`config.mk`:
```
export PLATFORM = sky130hd
export DESIGN_NAME = btff_ctrl
export DESIGN_NICKNAME = d
export VERILOG_FILES = /design/src/rtl/core/btff_pkg.sv /design/src/rtl/core/btff_ctrl.sv
export SDC_FILE = /design/constraint.sdc
export NUM_CORES = 1
export LEC_CHECK = 0
export BUFFER_PORTS_ARGS = -buffer_cell sky130_fd_sc_hd__buf_2
export CAP_MARGIN = 20
export CORE_AREA = 2 2 39 41
export DETAILED_ROUTE_END_ITERATION = 10
export DIE_AREA = 0 0 41 43
export PLACE_DENSITY_LB_ADDON = 0.05
export SLEW_MARGIN = 20
export SYNTH_ARGS = -nofsm -noshare
export SYNTH_HDL_FRONTEND = slang
export SYNTH_SLANG_ARGS = --single-unit
```
`constraint.sdc`:
```
create_clock -name clk_i -period 1.5 [get_ports clk_i]
set_input_delay 0.3 -clock clk_i [delete_from_list [all_inputs] [get_ports clk_i]]
set_output_delay 0.3 -clock clk_i [all_outputs]
set_load 0.1 [all_outputs]
```
`src/rtl/core/btff_pkg.sv`:
```
// Shared constants and command/status types for the boundary-tag allocator.
package btff_pkg;
  localparam int HeapGranules = 4096;
  localparam int GranuleBytes = 16;
  localparam int GW = $clog2(HeapGranules);   // granule index width
  localparam int SW = GW + 1;                 // size width (holds HeapGranules)
  localparam int TW = SW + 1;                 // tag width
  localparam int ShB = $clog2(GranuleBytes);

  typedef enum logic [3:0] {
    OP_NONE, OP_RD_P, OP_ALLOC_STEP, OP_RD_FREE, OP_RD_L, OP_LSTEP,
    OP_RD_R, OP_RSTEP, OP_WR_A, OP_WR_B, OP_INIT_ALLOC, OP_INIT_FREE, OP_RESULT
  } op_e;

  typedef struct packed {
    op_e op;
  } cmd_t;

  typedef struct packed {
    logic walk_done;    // alloc walk stopped (found or end)
    logic fail;         // alloc cannot fit
    logic free_bad;     // free address ignored
    logic l_done;       // left merge finished
    logic r_done;       // right merge finished
    logic need_split;   // second tag pair write needed
  } sts_t;
endpackage

```
`src/rtl/core/btff_ctrl.sv`:
```
// Sequencer for the allocator: steps the datapath through walks and tag writes.
module btff_ctrl (
  input  logic           clk_i,
  input  logic           rst_ni,
  input  logic           start_i,
  input  logic           func_i,
  input  btff_pkg::sts_t sts_i,
  input  logic           out_free_i,
  output btff_pkg::cmd_t cmd_o,
  output logic           busy_o
);
  import btff_pkg::*;

  typedef enum logic [3:0] {
    S_IDLE, S_ARD, S_AEV, S_FRD, S_LRD, S_LEV, S_RRD, S_REV, S_WA, S_WB, S_WA2, S_WB2,
    S_DONE
  } state_e;

  state_e state_q;
  logic   split_q;

  assign busy_o = (state_q != S_IDLE);

  always_comb begin
    cmd_o.op = OP_NONE;
    unique case (state_q)
      S_IDLE: if (start_i) cmd_o.op = func_i ? OP_INIT_FREE : OP_INIT_ALLOC;
      S_ARD:  cmd_o.op = OP_RD_P;
      S_AEV:  cmd_o.op = OP_ALLOC_STEP;
      S_FRD:  cmd_o.op = OP_RD_FREE;
      S_LRD:  cmd_o.op = OP_RD_L;
      S_LEV:  cmd_o.op = OP_LSTEP;
      S_RRD:  cmd_o.op = OP_RD_R;
      S_REV:  cmd_o.op = OP_RSTEP;
      S_WA, S_WA2: cmd_o.op = OP_WR_A;
      S_WB, S_WB2: cmd_o.op = OP_WR_B;
      S_DONE: if (out_free_i) cmd_o.op = OP_RESULT;
      default: cmd_o.op = OP_NONE;
    endcase
  end

  always_ff @(posedge clk_i or negedge rst_ni) begin
    if (!rst_ni) begin
      state_q <= S_IDLE;
      split_q <= 1'b0;
    end else begin
      unique case (state_q)
        S_IDLE: if (start_i) state_q <= func_i ? S_FRD : S_ARD;
        S_ARD:  state_q <= S_AEV;
        S_AEV: begin
          if (sts_i.fail) state_q <= S_DONE;
          else if (sts_i.walk_done) begin
            split_q <= sts_i.need_split;
            state_q <= S_WA;
          end else state_q <= S_ARD;
        end
        S_FRD:  state_q <= sts_i.free_bad ? S_DONE : S_LRD;
        S_LRD:  state_q <= sts_i.l_done ? S_RRD : S_LEV;
        S_LEV:  state_q <= sts_i.l_done ? S_RRD : S_LRD;
        S_RRD:  state_q <= sts_i.r_done ? S_WA : S_REV;
        S_REV:  state_q <= S_RRD;
        S_WA:   state_q <= S_WB;
        S_WB:   state_q <= split_q ? S_WA2 : S_DONE;
        S_WA2:  state_q <= S_WB2;
        S_WB2:  begin state_q <= S_DONE; split_q <= 1'b0; end
        S_DONE: if (out_free_i) state_q <= S_IDLE;
        default: state_q <= S_IDLE;
      endcase
    end
  end
endmodule

```
## After elaboration in Yosys (flattened, before gate mapping)

Index checks and enable logic that the tools add are counted.

| operators by class | value |
|---|---|
| equality and inequality tests | 16 |
| mux-type cells | 18 |
| reductions and logical operators | 7 |

Operators by type and width:

| operator | number |
|---|---|
| one-hot mux 4 bit (13 select lines) | 1 |
| one-hot mux 4 bit (11 select lines) | 1 |
| 2-to-1 mux 4 bit | 8 |
| == test 4 bit, second input constant | 5 |
| == test 4 x 3 -> 1 bit, second input constant | 4 |
| == test 4 x 2 -> 1 bit, second input constant | 2 |
| != test 2 bit, second input constant | 4 |
| 2-to-1 mux 2 bit | 3 |
| == test 4 x 1 -> 1 bit, second input constant | 1 |
| logical NOT 4 bit | 1 |
| nonzero test 4 bit | 1 |
| OR reduction 2 bit | 2 |
| 2-to-1 mux 1 bit | 3 |
| 2-to-1 mux 3 bit | 1 |
| AND reduction 3 bit | 1 |
| one-hot mux 1 bit (2 select lines) | 1 |
| AND reduction 2 bit | 1 |
| nonzero test 2 bit | 1 |

| word-level totals | value |
|---|---|
| register bits after elaboration | 5 |
| bits of input ports | 11 |
| output and inout bits | 5 |
| logic and storage cells | 43 |

## Depth between registers and ports, before layout

Gate-level depths: netlist of the first run.

| depth | value |
|---|---|
| word-level depth | 3 |
| depth in mapped cells | 4 |
| depth with buffers taken out | 3 |

## Worst setup path before layout of the first run

Ideal clock, no wire load.

| path | value |
|---|---|
| kind | flip-flop to output port |
| start | register state_q[2] |
| end | output port cmd_o[3] (netlist name) |
| arrival | 2.953 ns |
| path slack | -1.753 ns |
| data required time | 1.200 ns |
| cell stages (with the launch flop) | 5 |
| path buffers | 1 |
| path through | dfrtp_1 buf_6 inv_2 a22oi_1 o32ai_1 |

RTL lines:

| element | RTL line | RTL |
|---|---|---|
| start, declared | btff_ctrl.sv:19 | `state_e state_q;` |
| start signal, assigned | btff_ctrl.sv:48 | `S_IDLE: if (start_i) state_q <= func_i ? S_FRD : S_ARD;` |
| start signal, assigned | btff_ctrl.sv:57 | `S_FRD: state_q <= sts_i.free_bad ? S_DONE : S_LRD;` |
| start signal, assigned | btff_ctrl.sv:58 | `S_LRD: state_q <= sts_i.l_done ? S_RRD : S_LEV;` |
| end, declared | btff_ctrl.sv:9 | `output btff_pkg::cmd_t cmd_o,` |

==> metrics.md, run 1 <==
| Metric | Value |
|---|---|
| Run status | complete, but fails checks |
| Failing checks | negative setup slack |
| RSZ-0062 raised after global routing | yes |
| Delay-heaviest family, CP | flip-flops |
| DR WL/cell | about 14 um |
| DR vias/cell | 5.620 |
| Final critical-path required period | 1.637 ns |
| ANT nets after route | 0 |
| Maxcap violations | 0 |
| Final net count | approximately 100 |
| Fin. max-slew vios | 0 |
| Clock Tree Buf Depth | 2 |
| Layout cells sized above 1 | 0.5870 |
| Clock sinks | 5 |
| HPWL after detailed placement | 1.140 mm |
| Hold Path Origin | sts_i[5] |
| Syn. warnings | 0 |
| Ys async rst share | 1.000 |
| Vias | 607 |
| CP max stage cell | dfrtp_1 |
| Max-slew headroom | 0.8108 |
| Die span in x | 41 um |
| Register area share after synthesis | 0.2500 |
| Netlist cell types | 33 |
| Period utilization | 1.091 |
| H-Tree Depth | 1 |
| Critical-path maximum fanout | 5 |
| Drt first pass iters | 4 |
| Ports | 16 |
| Worst-margin pin slew | 0.2794 ns |
| Layout area overhead | 79.25% |
| Row Count | 14 |
| Initial Utilization | 0.3617 |
| Die Y | 43 um |
| CP peak stage delay | about 0.42 ns |
| CP Launch Type | register |
| Buffers on Ports | 15 |
| Iteration-0 DRC Markers | 12 |
| Placer Congestion | about 0.81 |
| Synthesized area | 500.5 um2 |
| R2r endpoint | split_q |
| Number of global-route vias before repair | between 600 and 700 |
| Initial antenna violation count | 0 |
| Hold Path Class | in -> reg |
| CTS tree | yes |
| R2R cell count | 5 |
| Clock-pin slew on the worst setup and hold paths | ~0.04 ns |
| Hold Vio Cnt, Final | 0 |
| GRT Residual Overflow | 0 |
| Final worst slack | -0.1372 ns |
| EDFF count, synth | 0 |
| Final setup viols | 5 |
| Worst hold slack | 0.3656 ns |
| Flop2flop setup slack | ~0.1 ns |
| Clk root buf | clkbuf_4 |
| Critical Path AT | between 1 and 1.5 ns |
| FF-to-FF Start | state_q[2] |
| DRC viols | 0 |
| Worst setup EP type | output pin |
| Num CTS Buffers | 3 |
| Core region area | 1384 um2 |
| All-Layer GR Usage | 0.2109 |
| First-pass GRT wire length | between 2 and 3 mm |
| Mapped Avg Cell Area | around 8.5 um2 |
| Synthesized flop and latch total | 5 |
| Skew final | 0.001458 ns |
| Main flop type after synthesis | dfrtp_1 |
| Post-Route WL | roughly 1.5 mm |
| Crit path cell chain | buf_6 -> o32ai_4 -> buf_12 |
| Critical path class | reg -> out |
| Worst path bufs/invs | 2 |
| Post-Synthesis Cells | 59 |
| Largest net degree at the start of global routing | 9 |
| Hold EP | state_q[3] |
| FMAX | 0.6108 GHz |
| WHS Path Cells | 3 |
| Number of diodes | 0 |
| DIE AREA | 1763 um2 |
| Req. time, crit path | ~1.2 ns |
| Clock Latency Late Sink | 0.24 ns |
| Synthesized Nets | 70 |
[Yosys cell counts (2+ instances only)]
cell      n  share of area
nand3_1   2          0.020
a21oi_1   5          0.050
o311ai_1  2          0.035
inv_1     3          0.022
nor2b_1   2          0.025
buf_6     3          0.067
dfrtp_1   5           0.25
nor2_1    4          0.030
nand2_1   5          0.038
a31oi_1   3          0.038
inv_2     2          0.015
o21ai_1   2          0.020
[routing by layer]
metal	track usage	up-vias	part of all wire
met2	0.3031	16	0.48
met1	0.2974	292	0.46
met4	0.08000	0	0.014
li1	-	295	-
met5	0	-	0
met3	0.04712	4	0.045
[area by class of cell]
class | count | area (um2)
flip-flops and latches | 5 | 126.4
multi-input cells | 45 | 401.6
repair buffers | 33 | 299.0
inverters | 5 | 23.77
fillers | 106 | 486.7
well taps | 16 | 20.02
clock buffers | 4 | 26.28
[worst max path at each step]
stage | cells past startpoint | endpoint | slack, ns | startpoint
global route | 3 | cmd_o[3] | -0.17 | state_q[1]
finish | 3 | cmd_o[3] | -0.14 | state_q[1]
detailed placement | 3 | cmd_o[3] | 0.08 | state_q[3]
floorplan | 3 | cmd_o[3] | -0.32 | state_q[3]
global placement | 4 | cmd_o[2] | 0.09 | state_q[1]
CTS | 4 | cmd_o[3] | -0.13 | state_q[2]
[flip-flops by register name (all words and copies together) (netlist names)]
name,cells
split_q,1
state_q,4
[cell families after synthesis]
kind of cell / Yosys count / share of synthesized area
flops: 5 / 0.2500
compound gates: 25 / 0.3875
mux: 1 / 0.02000
buf+inv: 9 / 0.1200
simple gates: 19 / 0.2225
[repair_timing]
item / 4_1_cts / 5_1_grt
hold endpoints to repair: 5 / 0
pin swaps: 3 / 1
setup buffers: 5 / 1
gates resized for setup: 4 / 4
hold buffers: 1 / 0
endpoints found under the setup margin: 5 / 6
[cell usage in the layout, fill, tap and decap left out, drive strengths merged, types with 3 or more instances in the layout]
cell    netlist  layout
a21oi         5       5
a31oi         3       3
buf           4      32
clkbuf        0       4
dfrtp         5       5
inv           5       5
nand2         5       5
nor2          4       4
o21ai         4       4
[per-stage QoR]
| stage | area, um2 | setup TNS, ns | worst slack (ns) | instances | utilization |
|---|---|---|---|---|---|
| after global routing | 897.1 | -0.7492 | -0.1745 | 108 | 0.6483 |
| after floorplan | 574.3 | -0.6531 | -0.3241 | 59 | - |
| final | 897.1 | -0.4965 | -0.1372 | 108 | 0.6483 |
| after CTS | 865.8 | -0.5324 | -0.1260 | 107 | 0.6257 |
| after detailed placement | 789.5 | 0 | 0.08275 | 98 | 0.5705 |
| after global placement | 789.5 | 0 | 0.08825 | 98 | 0.5705 |
[worst register-to-register path, stage by stage, from the launching register on]
cell and delay [ns]:
dfrtp_1 0.42, buf_4 0.16, buf_4 0.15, and4b_4 0.33, o31ai_2 0.06, a21o_1 0.17
Power of run 1 is not shown: default switching activity piles up to over one toggle a cycle in this logic, so the estimate is an artifact.
==> run 2: changes to the inputs <==
ABC_AREA = 1   (was not set)
==> run 2 against run 1 <==
  * The flow still finishes with violations (negative setup slack)
  * Critical path depth is 2 higher
  * Clock skew fell by 0.0011 ns
  * First-iteration DRC count down 33%
  * Final cell count up 13%
  * Wire length fell by 5.6%
  * Fmax rose by 0.64%
  * Clock-buffer cell count stayed put
  * Area after synthesis fell by 0.25%
  * Utilization fell by 4.2 points
  * Non-clock buffer count decreased by 6
  * Final area down 6.6%
  * Largest cell class unchanged
==> metrics.md, run 2 <==
| Metric | Value |
|---|---|
| Commonest non-fill, non-tap cell in the layout | nand2_1 |
| Critical-path maximum fanout | 4 |
| Die Y | 43 um |
| Buffers on Ports | 15 |
| Register area share after synthesis | 0.2506 |
| Die span in x | 41 um |
| CP Launch Type | register |
| Delay-heaviest family, CP | flip-flops |
| Synthesized area | about 500 um2 |
| Syn. warnings | 0 |
| Clock Tree Buf Depth | 2 |
| Share of the synthesized area in the top cell type | 0.2506 |
| Commonest cells after routing, fill and taps aside | nand2_1 (16), buf_4 (11), buf_2 (10), nand3_1 (8), nor2_1 (7) |
| Clock-pin slew on the worst setup and hold paths | 0.04 ns |
| Core region area | 1384 um2 |
| Clock sinks | 5 |
| Netlist cell types | 20 |
| Worst-margin pin slew | about 0.27 ns |
| GRT Residual Overflow | 0 |
| Iteration-0 DRC Markers | 8 |
| Period utilization | 1.085 |
| ANT nets after route | 0 |
| H-Tree Depth | 1 |
| Layout cells sized above 1 | 0.5566 |
| Most area-consuming cells after synthesis | dfrtp_1 (25%), nand2_1 (17%), nand3_1 (10%), nor2_4 (6.8%), nor2_1 (6.0%) |
| Synthesized Nets | ~90 |
| Post-Synthesis Cells | 77 |
| DIE AREA | 1763 um2 |
| Final setup viols | 4 |
| DR vias/cell | 4.934 |
| Row Count | 14 |
| Mapped Avg Cell Area | 6.483 um2 |
| Layout area overhead | 67.92% |
| Hold Vio Cnt, Final | 0 |
| Biggest regs | state_q: 4 flops, split_q: 1 flops |
| Critical Path AT | 1.33 ns |
| Max-slew headroom | 0.8172 |
| Fin. max-slew vios | 0 |
| DRC viols | 0 |
| Hold Path Class | in -> reg |
| Largest net degree at the start of global routing | 7 |
| Synth top cells by count | nand2_1 (22), nand3_1 (10), nor2_1 (8) |
| All-Layer GR Usage | 0.2036 |
| Most common cell in the netlist | nand2_1 |
| Main flop type after synthesis | dfrtp_1 |
| Final core utilization | 0.6058 |
| EDFF count, synth | 0 |
| Design area | 838.3 um2 |
| Ys async rst share | 1.000 |
| Max FFs per register | 4 |
| Post-Route WL | 1.409 mm |
| Worst setup EP type | output pin |
| Ports | 16 |
| Largest register by flop count | state_q |
| Vias | between 600 and 700 |
| DR WL/cell | between 10 and 15 um |
| Critical path class | reg -> out |
| Number of diodes | 0 |
| Num CTS Buffers | 3 |
| Post-synthesis cell type with the largest combined area | dfrtp_1 |
| Failing checks | negative setup slack |
| RSZ-0062 raised after global routing | yes |
| Placer Congestion | 0.8645 |
| Initial antenna violation count | 0 |
| Req. time, crit path | roughly 1.2 ns |
| FMAX | approximately 0.61 GHz |
| Worst path bufs/invs | 2 |
| HPWL after detailed placement | 1.168 mm |
| CP max stage cell | dfrtp_2 |
| Final worst slack | -0.1268 ns |
| Number of global-route vias before repair | just over 600 |
| Synthesized flop and latch total | 5 |
| First-pass GRT wire length | 2.428 mm |
| Crit path cell chain | nor2_4 -> buf_4 -> nor2_1 -> a21oi_4 -> buf_12 |
| Initial Utilization | 0.3608 |
| CP peak stage delay | 0.45 ns |
| Final net count | between 100 and 150 |
| Run status | complete, but fails checks |
| Clock Latency Late Sink | 0.23 ns |
| Drt first pass iters | 4 |
| Clk root buf | clkbuf_4 |
| CTS tree | yes |
| Skew final | 0.0003583 ns |
| Setup slack at placement | 0.04770 ns |
| Maxcap violations | 0 |
| Final critical-path required period | 1.627 ns |
| DP Area | 767.0 um2 |
| Fill count | roughly 140 |
==> run 2: worst paths after layout <==
kind                              end  slack (ns)  startpoint  cells past startpoint
min reg2reg                   split_q        0.51     split_q                      2
min                        state_q[3]        0.38    sts_i[4]                      3
min in group asynchronous  state_q[0]        0.43      rst_ni                      2
max in group asynchronous  state_q[2]        0.92      rst_ni                      2
max                          cmd_o[0]       -0.13  state_q[0]                      5
max reg2reg                state_q[1]        0.12  state_q[0]                      6
==> run 2: worst register-to-register path, delay by kind of cell (launching register included) <==
kind	cells	cell delay, ns
flops	1	0.45
buf+inv	2	0.30
compound gates	1	0.27
simple gates	3	0.25
==> run 2: kinds of logic after synthesis <==
| group | after synthesis | synth area share |
|---|---|---|
| AND/OR/NAND/NOR | 54 | 0.5464 |
| AO/OA/AOI/OAI | 7 | 0.09523 |
| flip-flops | 5 | 0.2506 |
| buffers and inverters | 11 | 0.1078 |
==> run 2: metrics by stage <==
stage          setup TNS [ns]  hold slack (ns)  cells
6_report              -0.3162           0.3778    122
5_1_grt               -0.6133           0.3948    122
4_1_cts               -0.3978           0.3716    122
3_5_place_dp                0           0.1248    115
3_3_place_gp                0           0.1228    115
2_1_floorplan         -0.1892         0.004409     77
==> run 2: what timing repair did <==
action	4_1_cts	5_1_grt
endpoints found under the hold margin	5	0
endpoints found under the setup margin	5	5
gates cloned	0	0
hold buffers	1	0
pin swaps	3	3
gates resized for setup	7	3
setup buffers	2	0
==> run 2: per-layer routing <==
metal	global-route usage	up-vias	wire, um
li1	-	308	-
met1	0.2476	277	603
met2	0.3469	15	751
met3	0.01571	2	42
met4	0.08000	0	12
met5	0	-	0
==> run 2: area by class of cell <==
class,instances,area [um2],share of cell area
clock buffer,4,26.28,0.03134
inverter,9,37.54,0.04478
multi-input combinational,61,381.6,0.4552
sequential,5,130.1,0.1552
tap,16,20.02,0.02388
timing repair buffer,27,242.7,0.2896
Power of run 2 is left out for the same reason.
